--- src/sv/rvis_ram.sv ---
// rvis_ram: generic single-write, single-read RAM with registered read data.
// No dependencies.
module rvis_ram #(
   parameter int WIDTH = 64,
   parameter int DEPTH = 32
) (
   input  logic                     clock,
   input  logic                     we,
   input  logic [$clog2(DEPTH)-1:0] waddr,
   input  logic [WIDTH-1:0]         wdata,
   input  logic [$clog2(DEPTH)-1:0] raddr,
   output logic [WIDTH-1:0]         rdata
);

   logic [WIDTH-1:0] mem_ff [DEPTH];
   logic [WIDTH-1:0] rdata_ff;

   always_ff @(posedge clock) begin
      if (we) begin
         mem_ff[waddr] <= wdata;
      end
      rdata_ff <= mem_ff[raddr];
   end

   assign rdata = rdata_ff;

endmodule

--- config.mk ---
export PLATFORM = sky130hd
export DESIGN_NAME = rvis_ram
export DESIGN_NICKNAME = d
export VERILOG_FILES = /design/src/sv/rvis_ram.sv
export SDC_FILE = /design/constraint.sdc
export NUM_CORES = 2
export LEC_CHECK = 0
export BUFFER_PORTS_ARGS = -buffer_cell sky130_fd_sc_hd__buf_2
export CAP_MARGIN = 40
export CORE_MARGIN = 8
export CORE_UTILIZATION = 40
export DETAILED_ROUTE_END_ITERATION = 8
export HOLD_SLACK_MARGIN = 0.15
export PLACE_DENSITY = 0.61
export SYNTH_ARGS = -nofsm -noshare
export SYNTH_HDL_FRONTEND = slang
export SYNTH_SLANG_ARGS = --single-unit
--- constraint.sdc ---
create_clock -name clock -period 5.8 [get_ports clock]
set_input_delay 0.87 -clock clock [delete_from_list [all_inputs] [get_ports clock]]
set_output_delay 0.87 -clock clock [all_outputs]
set_load 0.01 [all_outputs]
[Word-level counts from Yosys, hierarchy flattened]
Memories as Yosys holds them, arrays and structs flattened. A register that Yosys moved wholly into a read port is not among the register bits.
Index checks and enable logic that the tools add are counted.
Word-level totals
  memory bits (writable): 2048
  input bits: 76
  register bits: 0
  logic and storage cells: 3
  memories: 1
Memory list
  mem_ff: words 32, bits a word 64, read ports 1, clocked after Yosys merged registers in 1, write ports 1, line 15  | logic [WIDTH-1:0] mem_ff [DEPTH];
Operators by class
  mux-type cells: 2
Operator list (count)
  1-bit 2-to-1 mux: 2

[Longest topological paths before layout]
  depth in word-level cells: 2
  depth in mapped cells: 9
  gate-level depth less buffers: 4

[Worst setup path after synthesis]
OpenSTA, ideal clock, no wires.
  path type: input port to flip-flop
  start: input waddr[1]
  end: memory mem_ff[12][0], enable pin
  buffers on the path: 1
  arrival time: 4.206 ns
  setup slack: 1.108 ns
  stages: 3
  required time: 5.314 ns
  path through: or3b_2 > clkbuf_1 > nor2_1
RTL lines
  from (decl): line 9  | input logic [$clog2(DEPTH)-1:0] waddr,
  to (decl): line 15
Straight into the memory's write port.

==> flow_summary.yaml <==
logic_synthesis:
  ys_top_cells_by_area: "edfxtp_1 78%, mux4_2 17%, dfxtp_1 1.6%"
  ys_warn_count: 0
  ys_ff_latch: 2112
  synth.distinct_cells: 31
  avgSynthCellArea_um2: 25.50
  async_reset_ff_share_pct: 0
  synth.largest_area_cell: "edfxtp_1"
  synth_cells: 3097
  synth_top_area_share_pct: 77.88
  synth_flop_cell: "edfxtp_1"
  synth_nets: 3173
  synth-edff-count: 2048
  synth_area_um2: 78960
  yosysSeqAreaShare_pct: 79.50
clock_tree:
  cts_tree: "built"
  clock_latency_ns: 0.82
  numClockSinks: 2112
  hold_buffers: 0
  ctsHtreeMaxLevel: 4
  clk_path_buf_depth: 3
  cts_setup_buffers: 0
  cts_resized: 0
  cts.reportedPaths.clkPinSlew_ns: 0.06
  numCtsBuffers: 201
  root_buffer: "clkbuf_16"
finish:
  filler_cell_count: 15947
  multi_input_area_um2: 15680
  final_cell_mix: "2,048 x edfxtp_1, 602 x mux4_2, 206 x clkbuf_16, 134 x buf_2, 74 x mux2_2"
  finalNonFillerCells: 6219
  final_layout_size_suffix_gt1_share_pct: 35.20
  ff_latch_area_um2: 62780
  syn2layout_area_growth_pct: 15.09
  final_common_cell: "edfxtp_1"
  num-nets-final: 3473
detailed_routing:
  drt_iter0_drc: 3716
  drtPass1Iterations: 5
  wire_per_inst_um: 30.47
  drc: 0
  finalWirelength_um: 189500
  vias: 34755
  vias_per_cell: 5.589
  ant_nets: 0
sta:
  slew_violations: 0
  fin_worst_skew_ns: 0.02805
  rsz0062_at_grt: "false"
  slew_headroom_pct: 39.18
  min_period_ns: 2.746
  setup_viol: 0
  worst_pin_slew_ns: 0.9101
  max_freq_mhz: 364.2
  hold_viol_final: 0
  fin_tns_setup_ns: 0
  fin_crit_sh_pct: 47.34
place:
  io_buffers: 139
  dp_hpwl_um: 96960
  place_inst: 5834
  place.gp.congestion: 0.7076
worst_setup_path:
  rr_endpoint: "rdata[37]$_DFF_P_"
  worstSetupPathType: "in2reg"
  r2r_cells: 3
  rrSetupSlack_ns: 3.95
  required_ns: 6.51
  endpoint_kind: "flip-flop"
  critPathMaxStageDelay_ns: 0.62
  cp.arrival_ns: 3.45
  cpMostUsedCell: "mux4_2"
  crit-reg2reg-launch: "mem_ff[29][37]$_DFFE_PP_"
  crit_path_start_kind: "input pin"
  crit_chain: "buf_8, buf_12, mux4_2, mux4_2, mux2_2"
  cpMaxStageDelayCell: "buf_8"
  worst-path-max-fanout: 62
power:
  power.leakage_uw: 0.02817
  finalPower_uw: 31860
  pwr-share-seq_pct: 53.5
  sw_frac_of_total_pct: 20.56
  p_int_uw: 25310
  ir_worst_vdd_mv: 0.2647
  power_frac_comb_pct: 4.6
  switchingPower_uw: 6553
  cellPowerDensity_nw_per_um2: 350.6
  clkPwrFrac_pct: 41.8
global_route:
  grt_pass1_vias: 36380
  grt_first_pass_wirelength_um: 270600
  grtUsageMet2_pct: 29.99
  top_usage_layer: "met2"
  grt_overflow: 0
  grt_max_degree: 80
  met1_usage_pct: 24.23
  grt_usage_pct: 17.70
  antenna_found_initial: 27
  use_met3_pct: 3.080
floorplan:
  core_area_um2: 196800
  io_pins: 140
  dieArea_um2: 211900
  core.rowCount: 163
  initial_core_util_pct: 40.12
  die_x_um: 460.3
  chipHeight_um: 460.3
worst_hold_path:
  hp-class: "in2reg"
  hold_end: "mem_ff[22][5]$_DFFE_PP_"
  hp-start: "wdata[5]"
  hold_depth: 1
outcome:
  status: "finished clean"
flow_run:
  max-cap-violations: 0
stage by stage:
stage / util (%) / setup WS [ns] / area [um2] / hold slack (ns)
after floorplan: - / 1.108 / 78960 / 0.7218
after global placement: 42.58 / 2.171 / 83800 / 0.8081
after detailed placement: 42.76 / 2.164 / 84150 / 0.8109
after CTS: 46.17 / 3.036 / 90860 / 0.4646
after global routing: 46.17 / 2.950 / 90860 / 0.5106
final: 46.18 / 3.054 / 90880 / 0.5395
worst max-delay path by stage:
| stage | start | endpoint | slack (ns) | cells after the start |
|---|---|---|---|---|
| finish | raddr[0] | rdata[30]$_DFF_P_ | 3.05 | 5 |
| global route | raddr[0] | rdata[30]$_DFF_P_ | 2.95 | 5 |
| CTS | raddr[0] | rdata[20]$_DFF_P_ | 3.04 | 5 |
| detailed placement | raddr[0] | rdata[20]$_DFF_P_ | 2.16 | 5 |
| global placement | raddr[0] | rdata[20]$_DFF_P_ | 2.17 | 5 |
| floorplan | waddr[1] | mem_ff[12][0]$_DFFE_PP_ | 1.11 | 3 |
flip-flops by register name, indices dropped and copies added, names as in the netlist:
name	count
mem_ff	2048
rdata	64
cells in the mapped netlist, types with 4 or more instances:
library cell,instances
a221oi_1,12
buf_1,19
buf_2,65
buf_4,14
clkbuf_1,55
dfxtp_1,64
edfxtp_1,2048
mux2_2,74
mux2i_1,38
mux4_2,602
nand3b_1,5
nor2_1,41
nor2b_1,4
o21ai_0,9
o22ai_1,10
cells by family (layout without fill, tap and decap cells):
logic type	after synthesis	after routing	synth area share [%]
AOI/OAI and AO/OA	50	50	0.4659
buffers and inverters	157	631	0.9444
DFF	2112	2112	79.50
muxes	714	714	18.71
other	0	8	0
and+or+nand+nor	64	64	0.3787
worst max-delay path: cells and delay by family:
kind	cells	cell delay (ns)
buffers and inverters	2	1.06
muxes	3	1.36
cell type report:
class	count	share of cell area, %
clock inverter	112	1.392
tap	2640	3.635
timing repair buffer	253	2.619
inverter	1	0.004130
sequential	2112	69.08
antenna	8	0.02203
clock buffer	265	5.993
multi-input combinational	828	17.25
routing by layer:
layer | routed length [um] | share of wire [%] | vias to the layer above
li1 | - | - | 14129
met1 | 78040 | 41 | 19190
met2 | 95980 | 51 | 1172
met3 | 11770 | 6.2 | 264
met4 | 3671 | 1.9 | 0
met5 | 0 | 0 | -
power by group through the flow:
stage          combinational (uW)  clock, uW  sequential [uW]
2_1_floorplan                 851          0            17400
6_report                     1480      13300            17100
5_1_grt                      1580      14100            17100
3_5_place_dp                 1510          0            17400
3_3_place_gp                 1480          0            17400
4_1_cts                      1510      13600            17100
No activity file was read; power rests on OpenSTA's default activity.
