==> src/sv/rvis_pkg.sv <==
// rvis_pkg: shared types, codes and constants of the RV64IM instruction step.
// No dependencies; rvis_muldiv, the step module and the testbench take their names from here.
package rvis_pkg;

   localparam logic [63:0] MEM_BYTES  = 64'd262144;
   localparam logic [63:0] DATA_START = 64'd65536;
   localparam int XLEN      = 64;
   localparam int REG_COUNT = 32;
   localparam int REG_IDX_W = 5;
   localparam int ADDR_W    = 18;

   // Major opcodes
   localparam logic [6:0] OP_REG    = 7'h33;
   localparam logic [6:0] OP_IMM    = 7'h13;
   localparam logic [6:0] OP_LOAD   = 7'h03;
   localparam logic [6:0] OP_STORE  = 7'h23;
   localparam logic [6:0] OP_BRANCH = 7'h63;
   localparam logic [6:0] OP_JAL    = 7'h6F;
   localparam logic [6:0] OP_JALR   = 7'h67;
   localparam logic [6:0] OP_LUI    = 7'h37;
   localparam logic [6:0] OP_AUIPC  = 7'h17;

   localparam logic [6:0] F7_BASE = 7'h00;
   localparam logic [6:0] F7_ALT  = 7'h20;
   localparam logic [6:0] F7_MULD = 7'h01;

   // Multiply/divide function codes (funct3)
   localparam logic [2:0] MD_MUL    = 3'd0;
   localparam logic [2:0] MD_MULH   = 3'd1;
   localparam logic [2:0] MD_MULHSU = 3'd2;
   localparam logic [2:0] MD_MULHU  = 3'd3;
   localparam logic [2:0] MD_DIV    = 3'd4;
   localparam logic [2:0] MD_DIVU   = 3'd5;
   localparam logic [2:0] MD_REM    = 3'd6;
   localparam logic [2:0] MD_REMU   = 3'd7;

   // Load kinds (funct3)
   localparam logic [2:0] LD_B  = 3'd0;
   localparam logic [2:0] LD_H  = 3'd1;
   localparam logic [2:0] LD_W  = 3'd2;
   localparam logic [2:0] LD_BU = 3'd4;
   localparam logic [2:0] LD_HU = 3'd5;
   localparam logic [2:0] LD_WU = 3'd6;
   localparam logic [2:0] LD_INVALID = 3'd7;

   // Branch conditions (funct3)
   localparam logic [2:0] BR_EQ  = 3'd0;
   localparam logic [2:0] BR_NE  = 3'd1;
   localparam logic [2:0] BR_LT  = 3'd4;
   localparam logic [2:0] BR_GE  = 3'd5;
   localparam logic [2:0] BR_LTU = 3'd6;
   localparam logic [2:0] BR_GEU = 3'd7;

   localparam logic [2:0] ALU_ADD = 3'd0;
   localparam logic [2:0] ALU_SLL = 3'd1;
   localparam logic [2:0] ALU_SLT = 3'd2;
   localparam logic [2:0] ALU_SLTU = 3'd3;
   localparam logic [2:0] ALU_XOR = 3'd4;
   localparam logic [2:0] ALU_SR  = 3'd5;
   localparam logic [2:0] ALU_OR  = 3'd6;

   typedef enum logic [2:0] {
      ST_RETIRED = 3'd0,
      ST_READ    = 3'd1,
      ST_WRITE   = 3'd2,
      ST_FAULT   = 3'd3,
      ST_END     = 3'd4
   } status_type;

   typedef enum logic [2:0] {
      S_IDLE, S_READ_A, S_READ_B, S_EXEC, S_MULDIV, S_FINISH
   } state_type;

   typedef struct packed {
      logic       start;
      logic [2:0] op;
   } md_req_type;

   typedef struct packed {
      status_type         status;
      logic [ADDR_W-1:0]  mem_addr;
      logic [1:0]         size;
      logic [XLEN-1:0]    store;
      logic [XLEN-1:0]    new_pc;
      logic               wr;
      logic [REG_IDX_W-1:0] idx;
      logic [XLEN-1:0]    val;
      logic               set_load;
      logic               clr_load;
   } result_type;

endpackage

==> src/sv/rvis_muldiv.sv <==
// rvis_muldiv: iterative multiply/divide unit, one bit per cycle on a shared adder.
// Depends on rvis_pkg.
module rvis_muldiv (
   input  logic                  clock,
   input  logic                  reset,
   input  rvis_pkg::md_req_type  req,
   input  logic [63:0]           a,
   input  logic [63:0]           b,
   output logic                  done,
   output logic [63:0]           result
);

   logic         run_ff, run_in;
   logic         fin_ff, fin_in;
   logic         done_ff, done_in;
   logic [5:0]   cnt_ff, cnt_in;
   logic [2:0]   op_ff, op_in;
   logic [127:0] prod_ff, prod_in;
   logic [63:0]  dvs_ff, dvs_in;
   logic [63:0]  corr_ff, corr_in;
   logic         bz_ff, bz_in;
   logic         negq_ff, negq_in;
   logic         negr_ff, negr_in;
   logic [63:0]  res_ff, res_in;

   logic         is_mul;
   logic         sgn_div;
   logic [63:0]  abs_a, abs_b, ca, cb;
   logic [65:0]  add_x, add_y, add_s;
   logic         ge;
   logic [63:0]  hi, lo;

   assign is_mul = !op_ff[2];
   assign hi = prod_ff[127:64];
   assign lo = prod_ff[63:0];

   // shared adder: accumulate for multiply, trial subtract for divide
   always_comb begin
      add_x = is_mul ? {2'b00, hi} : {1'b0, prod_ff[127:63]};
      add_y = is_mul ? (prod_ff[0] ? {2'b00, dvs_ff} : 66'd0) : ~{2'b00, dvs_ff};
      add_s = add_x + add_y + {65'd0, !is_mul};
      ge = !add_s[65];
   end

   always_comb begin
      sgn_div = (req.op == rvis_pkg::MD_DIV) || (req.op == rvis_pkg::MD_REM);
      abs_a = (sgn_div && a[63]) ? (64'd0 - a) : a;
      abs_b = (sgn_div && b[63]) ? (64'd0 - b) : b;
      ca = a[63] ? b : 64'd0;
      cb = b[63] ? a : 64'd0;
   end

   always_comb begin
      run_in = run_ff; fin_in = 1'b0; done_in = 1'b0; cnt_in = cnt_ff; op_in = op_ff;
      prod_in = prod_ff; dvs_in = dvs_ff; corr_in = corr_ff; bz_in = bz_ff;
      negq_in = negq_ff; negr_in = negr_ff; res_in = res_ff;
      if (req.start) begin
         run_in = 1'b1;
         cnt_in = '1;
         op_in = req.op;
         prod_in = req.op[2] ? {64'd0, abs_a} : {64'd0, b};
         dvs_in = req.op[2] ? abs_b : a;
         bz_in = (b == 64'd0);
         negq_in = sgn_div && (a[63] ^ b[63]);
         negr_in = sgn_div && a[63];
         case (req.op)
            rvis_pkg::MD_MULH:   corr_in = ca + cb;
            rvis_pkg::MD_MULHSU: corr_in = ca;
            default:             corr_in = 64'd0;
         endcase
      end else if (run_ff) begin
         if (is_mul) begin
            prod_in = {add_s[64:0], prod_ff[63:1]};
         end else begin
            prod_in = {ge ? add_s[63:0] : prod_ff[126:63], prod_ff[62:0], ge};
         end
         cnt_in = cnt_ff - 6'd1;
         if (cnt_ff == 6'd0) begin
            run_in = 1'b0;
            fin_in = 1'b1;
         end
      end else if (fin_ff) begin
         done_in = 1'b1;
         case (op_ff)
            rvis_pkg::MD_MUL:    res_in = lo;
            rvis_pkg::MD_MULH,
            rvis_pkg::MD_MULHSU: res_in = hi - corr_ff;
            rvis_pkg::MD_MULHU:  res_in = hi;
            rvis_pkg::MD_DIV:    res_in = bz_ff ? 64'd0 : (negq_ff ? 64'd0 - lo : lo);
            rvis_pkg::MD_DIVU:   res_in = bz_ff ? 64'd0 : lo;
            rvis_pkg::MD_REM:    res_in = bz_ff ? 64'd0 : (negr_ff ? 64'd0 - hi : hi);
            default:             res_in = bz_ff ? 64'd0 : hi;
         endcase
      end
   end

   always_ff @(posedge clock) begin
      if (reset) begin
         run_ff <= 1'b0;
         fin_ff <= 1'b0;
         done_ff <= 1'b0;
      end else begin
         run_ff <= run_in;
         fin_ff <= fin_in;
         done_ff <= done_in;
      end
      cnt_ff <= cnt_in; op_ff <= op_in; prod_ff <= prod_in; dvs_ff <= dvs_in;
      corr_ff <= corr_in; bz_ff <= bz_in; negq_ff <= negq_in; negr_ff <= negr_in;
      res_ff <= res_in;
   end

   assign done = done_ff;
   assign result = res_ff;

endmodule

==> config.mk <==
export PLATFORM = sky130hd
export DESIGN_NAME = rvis_muldiv
export DESIGN_NICKNAME = d
export VERILOG_FILES = /design/src/sv/rvis_pkg.sv /design/src/sv/rvis_muldiv.sv
export SDC_FILE = /design/constraint.sdc
export NUM_CORES = 2
export LEC_CHECK = 0
export ABC_AREA = 0
export BUFFER_PORTS_ARGS = -buffer_cell sky130_fd_sc_hd__buf_2
export CAP_MARGIN = 10
export CORE_MARGIN = 2
export CORE_UTILIZATION = 35
export DETAILED_ROUTE_END_ITERATION = 10
export HOLD_SLACK_MARGIN = 0.1
export PLACE_DENSITY = 0.56
export SLEW_MARGIN = 25
export SYNTH_ARGS = -nofsm -noshare
export SYNTH_HDL_FRONTEND = slang
export SYNTH_SLANG_ARGS = --single-unit
==> constraint.sdc <==
create_clock -name clock -period 13 [get_ports clock]
set_input_delay 2.6 -clock clock [delete_from_list [all_inputs] [get_ports clock]]
set_output_delay 2.6 -clock clock [all_outputs]
set_load 0.02 [all_outputs]
# [Word level (Yosys, flattened, before mapping)]
# Index checks and enable logic that the tools add are counted.
[classes] n_addsub=9 eq_ne=10 n_mux=26 bitwise=4 n_reduce_logical=13
[op_table] cell="64-bit 2-to-1 mux" n=14
[op_table] cell="128-bit 2-to-1 mux" n=3
[op_table] cell="64-bit case mux with 6 select lines" n=1
[op_table] cell="1-bit by 64-bit subtractor with 64-bit output, first input constant" n=4
[op_table] cell="64-bit case mux with 2 select lines" n=1
[op_table] cell="65-bit by 66-bit adder with 66-bit output" n=1
[op_table] cell="66-bit by 1-bit adder with 66-bit output" n=1
[op_table] cell="66-bit 2-to-1 mux" n=1
[op_table] cell="64-bit NOT with 66-bit output" n=1
[op_table] cell="65-bit 2-to-1 mux" n=1
[op_table] cell="64-bit adder" n=1
[op_table] cell="64-bit logical NOT" n=1
[op_table] cell="64-bit subtractor" n=1
[op_table] cell="3-bit == test, second input constant" n=5
[op_table] cell="3-bit by 2-bit == test with 1-bit output, second input constant" n=3
[op_table] cell="3-bit by 1-bit == test with 1-bit output, second input constant" n=2
[op_table] cell="6-bit logical NOT" n=1
[op_table] cell="3-bit OR reduction" n=2
[op_table] cell="6-bit by 1-bit subtractor with 6-bit output, second input constant" n=1
[op_table] cell="1-bit 2-to-1 mux" n=5
[op_table] cell="1-bit logical AND" n=3
[op_table] cell="3-bit logical NOT" n=1
[op_table] cell="3-bit AND reduction" n=1
[op_table] cell="1-bit NOT" n=2
[op_table] cell="other kinds (5)" n=5
[word_totals] ff_bits=335 inputBits=134

# [Longest topological paths before layout]
[logic_depth] word_depth=8 ltp_mapped=21 mapped_depth_nobuf=17

# [Least setup slack after synthesis]
# OpenSTA, ideal clock, no wires.
[synth_path] path_kind="in2reg" from="in req[3] (netlist bit)" to="reg res_ff[0] (netlist: result[0]) (enable)" t_arrival_ns=7.033 t_required_ns=12.514 path_slack_ns=5.481 stages=4 path_cell_list="clkbuf_1 clkbuf_1 or2_2 nor2_1"
[synth_between] elab_chain_cells=2
[synth_rtl] item="start, declared" line="rvis_muldiv.sv:6" source="input rvis_pkg::md_req_type req,"
[synth_rtl] item="1-bit NOT (no line)"
[synth_rtl] item="3-bit AND reduction (no line)"
[synth_rtl] item="end signal, assigned" line="rvis_muldiv.sv:109" source="res_ff <= res_in;"
[synth_rtl] item="end, declared" line="rvis_muldiv.sv:24" source="logic [63:0] res_ff, res_in;"
# No other way between the ends.
# A chain may end at the register's enable or synchronous reset.

# [Final worst setup path]
[layout_path] from="in a[63]" to="reg corr_ff[62] (data pin)"
[layout_between] elab_chain_cells=3
[layout_rtl] item="start, declared" line="rvis_muldiv.sv:7" source="input logic [63:0] a,"
[layout_rtl] item="64-bit 2-to-1 mux (*)" line="rvis_muldiv.sv:49" source="ca = a[63] ? b : 64'd0;"
[layout_rtl] item="64-bit adder" line="rvis_muldiv.sv:67" source="rvis_pkg::MD_MULH: corr_in = ca + cb;"
[layout_rtl] item="64-bit case mux with 2 select lines (*)" line="rvis_muldiv.sv:66" source="case (req.op)"
[layout_rtl] item="end signal, assigned" line="rvis_muldiv.sv:108" source="corr_ff <= corr_in; bz_ff <= bz_in; negq_ff <= negq_in; negr_ff <= negr_in;"
[layout_rtl] item="end, declared" line="rvis_muldiv.sv:20" source="logic [63:0] corr_ff, corr_in;"
# Every way passes the cells marked *; elsewhere a longest branch is shown, timed or not.

==> run metrics <==
run status finished, final reports clean; Filler cells between 10k and 15k; core region area approximately 0.10 mm^2; DIE AREA 0.104 mm^2; Post-synth EDFFs ~330; R2R depth 17; critical setup path kind in -> reg; CP Capture Point corr_ff[62]; synthesis-to-layout area growth 9.65%; Mean Syn Cell Area between 7 and 8 um^2; Max Cap Viol 0; Sequential Power Share 31.0%; leak pwr 14.8 nW; Initial Utilization 35.3%; first drt pass iteration count 5; total power a little over 0.005 W; # H-tree levels 2; non-filler cells, final approximately 6k; pin count of the biggest net entering global routing about 140; synth warn 0; worst flop-to-flop path startpoint op_ff[2]; site row count ~120; Resized Gates After CTS 0; post-synth net total between 4k and 5k; PwrDens approximately 130 mW/mm^2; number of buffers created by CTS 42; Worst Path Arrival ~7700 ps; die width 322 um; Worst Path Required roughly 13,000 ps; Total Nets Final approximately 4.8k; Clock Latency Late Sink roughly 600 ps; switching fraction of total power roughly 43%; Slew Limit Fails 0; VDD IR-drop max around 0.085 mV; start point of the critical path a[63]; Least-Margin Pin Slew 948 ps; Seq/Total Area, Yosys approximately 28%; Chip Height 322 um; RSZ-0062 raised after global routing no; antenna violations before repair 21; R2R Setup Slk ~6600 ps; Synth Register Bits around 340; Hold WS approximately 500 ps; Gate Count Post-Synth roughly 4.5k; Hold WC Path Type reg -> reg; Hold Buf Count CTS 0; global placement routability congestion around 0.97; register area 0.00997 mm^2; Critical Path End Type flop; # IOs ~200; DRC viols 0; Overall Global Routing Usage around a quarter; final WL approximately 140,000 um; DP HPWL between 100,000 and 150,000 um; clock slew seen by the registers of the worst setup and hold paths 60 ps; Clk network pwr share 22.6%; post-synth cell types 86; share of cells above drive strength 1 under 10%; routed vias/inst between 5 and 6; global-route wire length before repair between 200,000 and 250,000 um; switching pwr about 0.0022 W; synthesized area around 0.035 mm^2; worst-case clock skew 32.6 ps; vias in the first global route approximately 32k; area of the multi-input gates 0.0239 mm^2; Async SR Flop Fraction 0%; Startpoint Class input port; post-CTS setup buffers 0; final setup vio count 0; global route overflow 0; Final Hold Viols 0; cell internal pwr 0.00296 W; Slew HR 35.2%; clock sink count between 300 and 400; Combinational Power Share 46.4%; Tcrit/Tclk final 56.6%; Placed Cells between 5k and 6k; reg2reg end prod_ff[127]; Total Negative Setup Slacks 0 ps; DRT iter0 DRCs 3,637; fin crit period about 7400 ps; clk buf depth 3; fmax approximately 140 MHz; Port Buf Inserts roughly 200; prevailing post-synth register cell edfxtp_1; via count between 30k and 40k; critical path peak fanout 44; WL per Instance approximately 23 um; Root Buffer Master clkbuf_16; DRT antenna net count 0; CTS tree done
flip-flops by register name, summed over array words and instances (netlist names), 3 cells and up:
name / count
op_ff: 3
result: 64
cnt_ff: 6
dvs_ff: 64
prod_ff: 128
corr_ff: 64
per-layer routing:
metal  wire [um]  part of all wire, %  track usage (%)
met1       66300                   48             39.9
met3       12400                  9.1             3.99
met4        4090                  3.0             8.02
met2       54300                   40             35.4
met5          53                0.039                0
critical path, cell delays in order:
cell	delay [ps]
buf_2	300
buf_4	420
clkinv_1	520
nor2_1	240
ha_1	220
and3_1	230
nor3b_1	410
nand4_1	150
a2111oi_1	740
o21ai_0	300
o21ai_0	570
a21bo_2	270
a21oi_1	140
o21ai_0	240
xor2_1	100
a22o_1	200
cell families after synthesis:
family | after synthesis | synth area share, %
AND/OR/NAND/NOR | 1514 | 20.9
multiplexers | 129 | 3.87
buffers and inverters | 444 | 4.72
AO/OA/AOI/OAI | 1529 | 27.5
adder cells (fa/ha/maj) | 200 | 7.14
flip-flops | 335 | 28.1
XOR/XNOR | 316 | 7.81
worst min-delay path by stage:
stage,start,endpoint,slack [ps],cells past startpoint
CTS,fin_ff,done,490,2
global route,cnt_ff[0],cnt_ff[0],510,2
finish,fin_ff,done,490,2
floorplan,fin_ff,done,420,2
global placement,cnt_ff[0],cnt_ff[0],460,2
detailed placement,cnt_ff[0],cnt_ff[0],470,2
Yosys cell counts (all sizes together), types with 65 or more instances:
| cell | count | area, um^2 |
|---|---|---|
| mux2i | 65 | 651 |
| nand3 | 78 | 395 |
| edfxtp | 326 | 9790 |
| o21ai | 407 | 2040 |
| inv | 149 | 559 |
| a21o | 100 | 751 |
| clkbuf | 265 | 996 |
| o211ai | 72 | 541 |
| xnor2 | 184 | 1610 |
| xor2 | 132 | 1160 |
| or3 | 65 | 422 |
| nor2 | 393 | 1480 |
| nor3 | 136 | 686 |
| and2 | 134 | 838 |
| nand2 | 396 | 1490 |
| a21oi | 426 | 2130 |
| ha | 196 | 2450 |
power by group through the flow:
stage	clock network, W	registers (W)	logic (W)
after floorplan	0	0.00148	0.00175
after global placement	0	0.00161	0.00236
after detailed placement	0	0.00162	0.00236
after CTS	0.00120	0.00159	0.00237
after global routing	0.00124	0.00162	0.00266
final	0.00118	0.00161	0.00241
metrics by stage:
stage / setup WS (ps) / instance area [um^2] / util [%]
floorplan: 5480 / 35400 / -
global placement: 4690 / 37500 / 37.4
detailed placement: 4900 / 37500 / 37.4
CTS: 5530 / 38800 / 38.7
global route: 5190 / 38900 / 38.8
finish: 5640 / 38900 / 38.8
placed cells by master, fill, tap and decap left out, types with 27 or more instances in the layout:
cell       Yosys  layout
clkbuf_16      0      43
nand2b_1      39      38
a22o_1        62      62
nor4_1        44      43
or3_1         62      62
or4_1         33      33
nand4_1       61      61
a21oi_1      426     425
o21ai_0      402     402
xnor2_1      184     184
a31oi_1       37      37
edfxtp_1     326     326
nand2_1      396     396
nor2b_1       53      53
xor2_1       132     132
ha_1         196     196
buf_2          5     196
nor3_1       135     133
nor2_1       392     389
o41ai_1       27      27
and2_1       134     134
a21o_1       100     100
a211oi_1      47      46
mux2_2        64      64
o31ai_1       53      53
o21bai_1      51      51
inv_1        149     147
buf_4          0      45
mux2i_1       65      65
nand3_1       77      77
o211ai_1      72      72
cell type report:
class / instances / area share [%]
Multi-Input combinational cell: 3688 / 61.4
Sequential cell: 335 / 25.7
Tap cell: 1357 / 4.37
Timing Repair Buffer: 245 / 3.57
Clock buffer: 55 / 2.88
Inverter: 150 / 1.45
Clock inverter: 18 / 0.573
Antenna cell: 14 / 0.0901
No activity file was read; power rests on OpenSTA's default activity.
